**config.mk**
```make
export PLATFORM = sky130hd
export DESIGN_NAME = warble_tone_fm_modulator
export DESIGN_NICKNAME = d
export VERILOG_FILES = /design/src/hdl/wtfm_pkg.sv /design/src/hdl/wtfm_mul.sv /design/src/hdl/warble_tone_fm_modulator.sv
export SDC_FILE = /design/constraint.sdc
export NUM_CORES = 2
export LEC_CHECK = 0
export ABC_AREA = 1
export BUFFER_PORTS_ARGS = -buffer_cell sky130_fd_sc_hd__buf_2
export CAP_MARGIN = 20
export CORE_MARGIN = 2
export CORE_UTILIZATION = 25
export CTS_BUF_LIST = sky130_fd_sc_hd__clkbuf_4 sky130_fd_sc_hd__clkbuf_8 sky130_fd_sc_hd__clkbuf_16
export DETAILED_ROUTE_END_ITERATION = 16
export PLACE_DENSITY = 0.38
export SETUP_SLACK_MARGIN = 0.02
export SLEW_MARGIN = 15
export SYNTH_ARGS = -nofsm -noshare
export SYNTH_HDL_FRONTEND = slang
export SYNTH_SLANG_ARGS = --single-unit
```
**constraint.sdc**
```tcl
create_clock -name clk_i -period 8.6 [get_ports clk_i]
set_input_delay 1.29 -clock clk_i [delete_from_list [all_inputs] [get_ports clk_i]]
set_output_delay 1.29 -clock clk_i [all_outputs]
set_load 0.01 [all_outputs]
```
**src/hdl/wtfm_pkg.sv**
```systemverilog
package wtfm_pkg;

  localparam int unsigned PHASE_W   = 32;
  localparam int unsigned IDX_W     = 10;
  localparam int unsigned FRAC_W    = 16;
  localparam int unsigned STEP_W    = 31;
  localparam int unsigned CFG_IDX_W = 3;
  localparam int unsigned QTR_DEPTH = 256;

  // configuration register indexes
  localparam logic [CFG_IDX_W-1:0] REG_CARRIER_STEP = 3'd0;
  localparam logic [CFG_IDX_W-1:0] REG_MOD_STEP     = 3'd1;
  localparam logic [CFG_IDX_W-1:0] REG_DEV_STEP     = 3'd2;
  localparam logic [CFG_IDX_W-1:0] REG_CHAN_COUNT   = 3'd3;
  localparam logic [CFG_IDX_W-1:0] REG_ENABLE       = 3'd4;

  localparam logic [STEP_W-1:0] CARRIER_STEP_RST = 31'd89478485;
  localparam logic [STEP_W-1:0] MOD_STEP_RST     = 31'd447392;
  localparam logic [1:0]        CHAN_COUNT_RST   = 2'd2;

  typedef logic signed [15:0] sample_t;
  typedef logic [15:0] sine_qtr_t [QTR_DEPTH];

  localparam logic signed [15:0] SINE_PEAK = 16'sd32767;

  localparam longint unsigned PI_HALF_Q30 = 64'd1686629713;
  localparam longint unsigned TAYLOR_DIV [7] = '{64'd6, 64'd20, 64'd42, 64'd72, 64'd110,
                                                 64'd156, 64'd210};

  // q1.15 sine of entry j of the first quadrant, taylor series in q30
  function automatic logic [15:0] sine_q15_qtr(input int unsigned j);
    longint unsigned x;
    longint unsigned a;
    longint unsigned a2;
    longint unsigned term;
    longint          sum;
    longint          v;
    int              k;
    x    = longint'(j) << 22;
    a    = (x * PI_HALF_Q30) >> 30;
    a2   = (a * a) >> 30;
    term = a;
    sum  = longint'(a);
    for (k = 1; k <= 7; k++) begin
      term = ((term * a2) >> 30) / TAYLOR_DIV[k-1];
      if (k % 2 == 1) sum = sum - longint'(term);
      else            sum = sum + longint'(term);
    end
    if (sum < 0) sum = 0;
    v = (sum * 64'sd32767 + (64'sd1 <<< 29)) >>> 30;
    if (v > 64'sd32767) v = 64'sd32767;
    return v[15:0];
  endfunction

  function automatic sine_qtr_t build_sine_qtr();
    sine_qtr_t t;
    for (int i = 0; i < QTR_DEPTH; i++) begin
      t[i] = sine_q15_qtr(i);
    end
    return t;
  endfunction

  localparam sine_qtr_t SINE_QTR = build_sine_qtr();

  // full-cycle table entry from the quarter table by symmetry
  function automatic sample_t sine_lookup(input logic [IDX_W-1:0] idx);
    logic [1:0] quad;
    logic [8:0] mj;
    sample_t    mag;
    quad = idx[IDX_W-1:IDX_W-2];
    mj   = quad[0] ? (9'd256 - {1'b0, idx[7:0]}) : {1'b0, idx[7:0]};
    mag  = mj[8] ? SINE_PEAK : sample_t'(SINE_QTR[mj[7:0]]);
    return quad[1] ? -mag : mag;
  endfunction

endpackage

```
**src/hdl/wtfm_mul.sv**
```systemverilog
module wtfm_mul import wtfm_pkg::*; (
  input  logic               clk_i,
  input  logic               load_i,
  input  logic signed [31:0] a_i,
  input  logic signed [16:0] b_i,
  output logic signed [33:0] r15_o,
  output logic signed [32:0] r16_o
);

  logic signed [48:0] prod_q;
  logic signed [48:0] sum15;
  logic signed [48:0] sum16;

  always_ff @(posedge clk_i) begin
    if (load_i) begin
      prod_q <= 49'(a_i) * 49'(b_i);
    end
  end

  // round half up, then arithmetic shift
  assign sum15 = prod_q + 49'sd16384;
  assign sum16 = prod_q + 49'sd32768;
  assign r15_o = sum15[48:15];
  assign r16_o = sum16[48:16];

endmodule

```
**src/hdl/warble_tone_fm_modulator.sv**
```systemverilog
// Warble-tone modulator. Each stereo Q1.15 frame is multiplied by a carrier sine whose
// frequency is swept by a slower modulating sine; both oscillators read one quarter-wave
// sine table with linear interpolation, products are rounded and saturated to Q1.15.
// A frame is taken when in_valid_i is high and in_stall_o is low, and a new frame is
// taken only once the last one is through. With enable set the sequencer walks ten steps
// through one shared 32x17 multiplier (two interpolations, the deviation product and
// the two channel products), and the result is registered at the output. With enable
// clear a frame gives silence and the phases hold. If a result is still stalled at the
// output, the last step waits until the output register is free. Registers are written
// through cfg_we_i/cfg_index_i/cfg_data_i while idle, which the user and not the block
// ensures: 0 carrier step, 1 modulator step, 2 deviation step, 3 channel count, 4 enable.
module warble_tone_fm_modulator import wtfm_pkg::*; (
  input  logic                 clk_i,
  input  logic                 rst_ni,
  input  logic                 in_valid_i,
  output logic                 in_stall_o,
  input  logic signed [15:0]   sample_left_i,
  input  logic signed [15:0]   sample_right_i,
  output logic                 out_valid_o,
  input  logic                 out_stall_i,
  output logic signed [15:0]   out_left_o,
  output logic signed [15:0]   out_right_o,
  input  logic                 cfg_we_i,
  input  logic [CFG_IDX_W-1:0] cfg_index_i,
  input  logic [STEP_W-1:0]    cfg_data_i
);

  localparam logic [3:0] ST_IDLE = 4'd0;
  localparam logic [3:0] ST_MA   = 4'd1;
  localparam logic [3:0] ST_MB   = 4'd2;
  localparam logic [3:0] ST_CA   = 4'd3;
  localparam logic [3:0] ST_CB   = 4'd4;
  localparam logic [3:0] ST_DV   = 4'd5;
  localparam logic [3:0] ST_CW   = 4'd6;
  localparam logic [3:0] ST_WW   = 4'd7;
  localparam logic [3:0] ST_ML   = 4'd8;
  localparam logic [3:0] ST_MR   = 4'd9;
  localparam logic [3:0] ST_FIN  = 4'd10;

  logic [3:0]          state_q, state_d;
  logic [STEP_W-1:0]   carrier_step_q;
  logic [STEP_W-1:0]   mod_step_q;
  logic [STEP_W-1:0]   dev_step_q;
  logic [1:0]          chan_count_q;
  logic                enable_q;
  logic [PHASE_W-1:0]  mod_phase_q;
  logic [PHASE_W-1:0]  car_phase_q;
  logic                silent_q;
  logic                out_valid_q;

  sample_t             left_q, right_q;
  sample_t             ms0_q, cs0_q;
  logic signed [16:0]  d_q;
  sample_t             m_q, w_q;
  sample_t             ol_q;
  sample_t             out_left_q, out_right_q;

  logic                in_accept;
  logic                out_free;
  logic [IDX_W-1:0]    rom_idx;
  sample_t             rom_data;
  logic signed [16:0]  rom_diff;
  logic signed [16:0]  interp;
  logic [IDX_W-1:0]    mod_i0, car_i0;
  logic [FRAC_W-1:0]   mod_frac, car_frac;
  logic                mul_load;
  logic signed [31:0]  mul_a;
  logic signed [16:0]  mul_b;
  logic signed [33:0]  r15;
  logic signed [32:0]  r16;
  logic [PHASE_W-1:0]  car_step_eff;

  function automatic sample_t sat16(input logic signed [33:0] v);
    if (v > 34'sd32767)       return 16'sh7fff;
    else if (v < -34'sd32768) return 16'sh8000;
    else                      return v[15:0];
  endfunction

  assign in_stall_o = (state_q != ST_IDLE);
  assign in_accept  = in_valid_i && !in_stall_o;
  assign out_free   = !out_valid_q || !out_stall_i;

  assign mod_i0   = mod_phase_q[PHASE_W-1 -: IDX_W];
  assign car_i0   = car_phase_q[PHASE_W-1 -: IDX_W];
  assign mod_frac = mod_phase_q[PHASE_W-IDX_W-1 -: FRAC_W];
  assign car_frac = car_phase_q[PHASE_W-IDX_W-1 -: FRAC_W];

  // single table read port, shared by both oscillators
  always_comb begin
    case (state_q)
      ST_MA:   rom_idx = mod_i0;
      ST_MB:   rom_idx = mod_i0 + 10'd1;
      ST_CA:   rom_idx = car_i0;
      ST_CB:   rom_idx = car_i0 + 10'd1;
      default: rom_idx = mod_i0;
    endcase
  end

  assign rom_data = sine_lookup(rom_idx);

  always_comb begin
    mul_load = 1'b1;
    case (state_q)
      ST_CA: begin
        mul_a = {16'b0, mod_frac};
        mul_b = d_q;
      end
      ST_DV: begin
        mul_a = {1'b0, dev_step_q};
        mul_b = {m_q[15], m_q};
      end
      ST_CW: begin
        mul_a = {16'b0, car_frac};
        mul_b = d_q;
      end
      ST_ML: begin
        mul_a = {{16{left_q[15]}}, left_q};
        mul_b = {w_q[15], w_q};
      end
      ST_MR: begin
        mul_a = {{16{right_q[15]}}, right_q};
        mul_b = {w_q[15], w_q};
      end
      default: begin
        mul_load = 1'b0;
        mul_a    = '0;
        mul_b    = '0;
      end
    endcase
  end

  wtfm_mul u_mul (
    .clk_i  (clk_i),
    .load_i (mul_load),
    .a_i    (mul_a),
    .b_i    (mul_b),
    .r15_o  (r15),
    .r16_o  (r16)
  );

  assign car_step_eff = {1'b0, carrier_step_q} + r15[PHASE_W-1:0];

  always_comb begin
    case (state_q)
      ST_MB: rom_diff = {rom_data[15], rom_data} - {ms0_q[15], ms0_q};
      default: rom_diff = {rom_data[15], rom_data} - {cs0_q[15], cs0_q};
    endcase
  end

  always_comb begin
    case (state_q)
      ST_CB:   interp = {ms0_q[15], ms0_q} + r16[16:0];
      default: interp = {cs0_q[15], cs0_q} + r16[16:0];
    endcase
  end

  always_comb begin
    state_d = state_q;
    case (state_q)
      ST_IDLE: if (in_accept) state_d = enable_q ? ST_MA : ST_FIN;
      ST_MA:   state_d = ST_MB;
      ST_MB:   state_d = ST_CA;
      ST_CA:   state_d = ST_CB;
      ST_CB:   state_d = ST_DV;
      ST_DV:   state_d = ST_CW;
      ST_CW:   state_d = ST_WW;
      ST_WW:   state_d = ST_ML;
      ST_ML:   state_d = ST_MR;
      ST_MR:   state_d = ST_FIN;
      ST_FIN:  if (out_free) state_d = ST_IDLE;
      default: state_d = ST_IDLE;
    endcase
  end

  always_ff @(posedge clk_i or negedge rst_ni) begin
    if (!rst_ni) begin
      state_q        <= ST_IDLE;
      carrier_step_q <= CARRIER_STEP_RST;
      mod_step_q     <= MOD_STEP_RST;
      dev_step_q     <= '0;
      chan_count_q   <= CHAN_COUNT_RST;
      enable_q       <= 1'b0;
      mod_phase_q    <= '0;
      car_phase_q    <= '0;
      silent_q       <= 1'b1;
      out_valid_q    <= 1'b0;
    end else begin
      state_q <= state_d;
      if (cfg_we_i) begin
        case (cfg_index_i)
          REG_CARRIER_STEP: carrier_step_q <= cfg_data_i;
          REG_MOD_STEP:     mod_step_q     <= cfg_data_i;
          REG_DEV_STEP:     dev_step_q     <= cfg_data_i;
          REG_CHAN_COUNT:   chan_count_q   <= cfg_data_i[1:0];
          REG_ENABLE:       enable_q       <= cfg_data_i[0];
          default: ;
        endcase
      end
      if (in_accept) silent_q <= !enable_q;
      // both oscillators were sampled at the old phases by now
      if (state_q == ST_CW) begin
        mod_phase_q <= mod_phase_q + {1'b0, mod_step_q};
        car_phase_q <= car_phase_q + car_step_eff;
      end
      if (state_q == ST_FIN && out_free) begin
        out_valid_q <= 1'b1;
      end else if (!out_stall_i) begin
        out_valid_q <= 1'b0;
      end
    end
  end

  always_ff @(posedge clk_i) begin
    if (in_accept) begin
      left_q  <= sample_left_i;
      right_q <= sample_right_i;
    end
    case (state_q)
      ST_MA: ms0_q <= rom_data;
      ST_MB: d_q   <= rom_diff;
      ST_CA: cs0_q <= rom_data;
      ST_CB: begin
        d_q <= rom_diff;
        m_q <= interp[15:0];
      end
      ST_WW: w_q  <= interp[15:0];
      ST_MR: ol_q <= sat16(r15);
      ST_FIN: begin
        if (out_free) begin
          out_left_q  <= (!silent_q && chan_count_q != 2'd0) ? ol_q : '0;
          out_right_q <= (!silent_q && chan_count_q[1]) ? sat16(r15) : '0;
        end
      end
      default: ;
    endcase
  end

  assign out_valid_o = out_valid_q;
  assign out_left_o  = out_left_q;
  assign out_right_o = out_right_q;

endmodule

```
==> reports/results.ini <==
[synth]
synthArstFlopShare = 0.459
ys.warnings.count = 0
ys.flop_type = edfxtp_1
synth.distinct_cells = 59
synth_edf_count = 196
ys_seq_area_frac = 0.235
synth.ff_latch_count = 362
syn-mean-instance-area_sq_um = 8.01
syn-cell-area_sq_um = 42800
synth_nets = 6194
syn_inst = 5339

[timing]
hold_violations = 0
skew_ns = 0.0190
period_needed_ns = 8.13
fin_setup_tns_ns = 0
setup_viol = 0
holdWs_ns = 0.479
slew_violations = 0
fmax_ghz = 0.123
finalCritPeriodShare = 0.946
maxSlewHeadroom = 0.283
fin_ws_ns = 0.467
rsz0062_at_grt = yes
tightestPinTransition_ns = 1.07

[clock_tree]
cts_tree = yes
cts_inserted_buffers = 45
htreeDepth = 2
clk_latency_ns = 0.60
cts_sinks = 362
clkTransAtPathRegs_ns = 0.06
root_buffer = clkbuf_16
clock_path_buffers = 3
hold_buffers = 0

[place]
dpl.hpwl_microns = 131000
dp.cells = 7670
gp_congestion = 0.915
io_buffer_count = 104
place_ws_ns = 0.356

[floorplanning]
die-area_sq_um = 174000
ios = 105
die_w_microns = 418
rows = 151
coreArea_sq_um = 170000
dieHeight_microns = 418
initial_utilization = 0.252

[global_routing]
grt_use_total = 0.186
grt_overflow = 0
first_global_vias = 37274
grt_pass1_wl_microns = 244000
grt_max_degree = 104
grt_antenna_before_repair = 1

[cells_and_area]
syn2layout_area_growth_pct = 13.6
final_cells = 7763
ff_latch_area_sq_um = 10100
n_fill_cell = 18590
layout.nets = 6362
drive_gt1_frac = 0.0943
multi_input_area_sq_um = 28300

[setup_path]
endpoint_kind = register
worst_path_max_delay_cell = nor2_2
critPathLaunchType = register
crit_arrival_ns = 8.46
crit_fanout = 10
crit_type = register to register
cpPeakStageDelay_ns = 0.73
cp.required_ns = 8.93
reg2reg_slack_ns = 0.47
cpMostUsedCell = fa_1

[routing]
wl_per_cell_microns = 20.8
postRouteAntennaNets = 0
viasPerCell = 4.58
drcViolationCount = 0
routed_wirelength_microns = 161000
drt-initial-drc-count = 2409
vias = 35534
dr.pass1.iters = 6

[flow_run]
cap_violations = 0

[worst_hold_path]
hold_class = register to register

[run_status]
outcome = finished clean

[layout make-up]
cell class / instances / share of cell area
multi-input cells: 3779 / 0.582
inverters: 1029 / 0.0797
clock buffers: 63 / 0.0277
flip-flops and latches: 362 / 0.207
clock inverters: 21 / 0.00309
diodes: 1 / 0.0000515
well taps: 2218 / 0.0571
repair buffers: 290 / 0.0430
[final timing paths]
path / endpoint / startpoint / depth (start not counted)
hold reg to reg: mod_phase_q[0] / mod_phase_q[0] / 2
setup reg to reg: u_mul.prod_q[45] / state_q[0] / 27
max in group asynchronous: car_phase_q[29] / rst_ni / 2
hold / removal: mod_phase_q[0] / mod_phase_q[0] / 2
min in group asynchronous: mod_phase_q[1] / rst_ni / 1
setup / recovery: u_mul.prod_q[45] / state_q[0] / 27
[metal layers]
layer	global-route usage	share of wire
met5	0	0
met4	0.0390	0.023
met3	0.0149	0.033
met2	0.323	0.49
met1	0.252	0.45
[worst max-delay path, delay by kind of cell, from the launching register on]
| kind | cells | cell delay [ns] |
|---|---|---|
| adder cells (fa/ha/maj) | 7 | 3.50 |
| AND/OR/NAND/NOR | 7 | 1.68 |
| AO/OA/AOI/OAI | 7 | 1.51 |
| buffers and inverters | 5 | 0.55 |
| flip-flops | 1 | 0.50 |
| XOR/XNOR | 1 | 0.11 |
[state kept, by name, indices dropped and copies added, names as in the netlist]
name / count
out_valid_o: 1
w_q: 16
cs0_q: 16
car_phase_q: 32
m_q: 16
right_q: 16
silent_q: 1
ms0_q: 16
mod_phase_q: 32
out_left_o: 16
d_q: 17
enable_q: 1
state_q: 4
carrier_step_q: 31
left_q: 16
ol_q: 16
out_right_o: 16
dev_step_q: 31
mod_step_q: 31
chan_count_q: 2
u_mul.prod_q: 35
[metrics by stage]
step | area, sq um | util
finish | 48600 | 0.286
global placement | 47000 | 0.277
floorplan | 42800 | -
detailed placement | 47000 | 0.277
global route | 48600 | 0.286
CTS | 48400 | 0.286
[Yosys cell counts (all sizes together) (9+ instances only)]
master,number,share of area
o21ai,302,0.035
clkbuf,112,0.0098
inv,1014,0.089
xnor2,52,0.011
a21boi,9,0.0018
o21a,9,0.0016
o211ai,16,0.0028
o21bai,13,0.0023
nor4,17,0.0025
dfrtp,141,0.082
nor3,28,0.0034
buf,58,0.0083
fa,555,0.26
nand3,356,0.042
a21oi,221,0.026
or2,27,0.0039
dfstp,25,0.015
nand4,37,0.0054
nor2,535,0.049
a21o,13,0.0023
ha,229,0.067
xor2,110,0.023
clkinv,15,0.0013
nand2,1181,0.11
a31oi,15,0.0022
edfxtp,196,0.14
[cell families after synthesis]
group           Yosys count  synth area share
buf+inv                1199             0.108
fa+ha+maj               784             0.327
compound gates          636            0.0816
flops                   362             0.235
simple gates           2196             0.215
xor+xnor                162            0.0332
[repair_timing]
action	CTS	global route
gates resized for setup	0	10
endpoints found under the setup margin	0	14
buffers inserted	0	5
[cells in the final DEF, fill, tap and decap left out, types with 13 or more instances in the layout]
master	instances
o21ai_0	279
inv_1	988
o21ai_1	22
buf_12	13
inv_2	23
nand4_1	37
xnor2_1	52
edfxtp_1	196
nor3_1	24
nand2_1	1148
buf_4	173
o21bai_1	13
a21o_1	13
ha_1	228
fa_1	555
a21oi_1	211
nand3_1	348
o211ai_1	16
nor2_1	515
buf_2	103
dfstp_2	25
xor2_1	110
clkinv_1	23
a31oi_1	15
dfrtp_1	141
nand2_2	26
or2_2	17
clkbuf_16	48
Power is not shown: default switching activity piles up to over one toggle a cycle in this logic, so the estimate is an artifact.
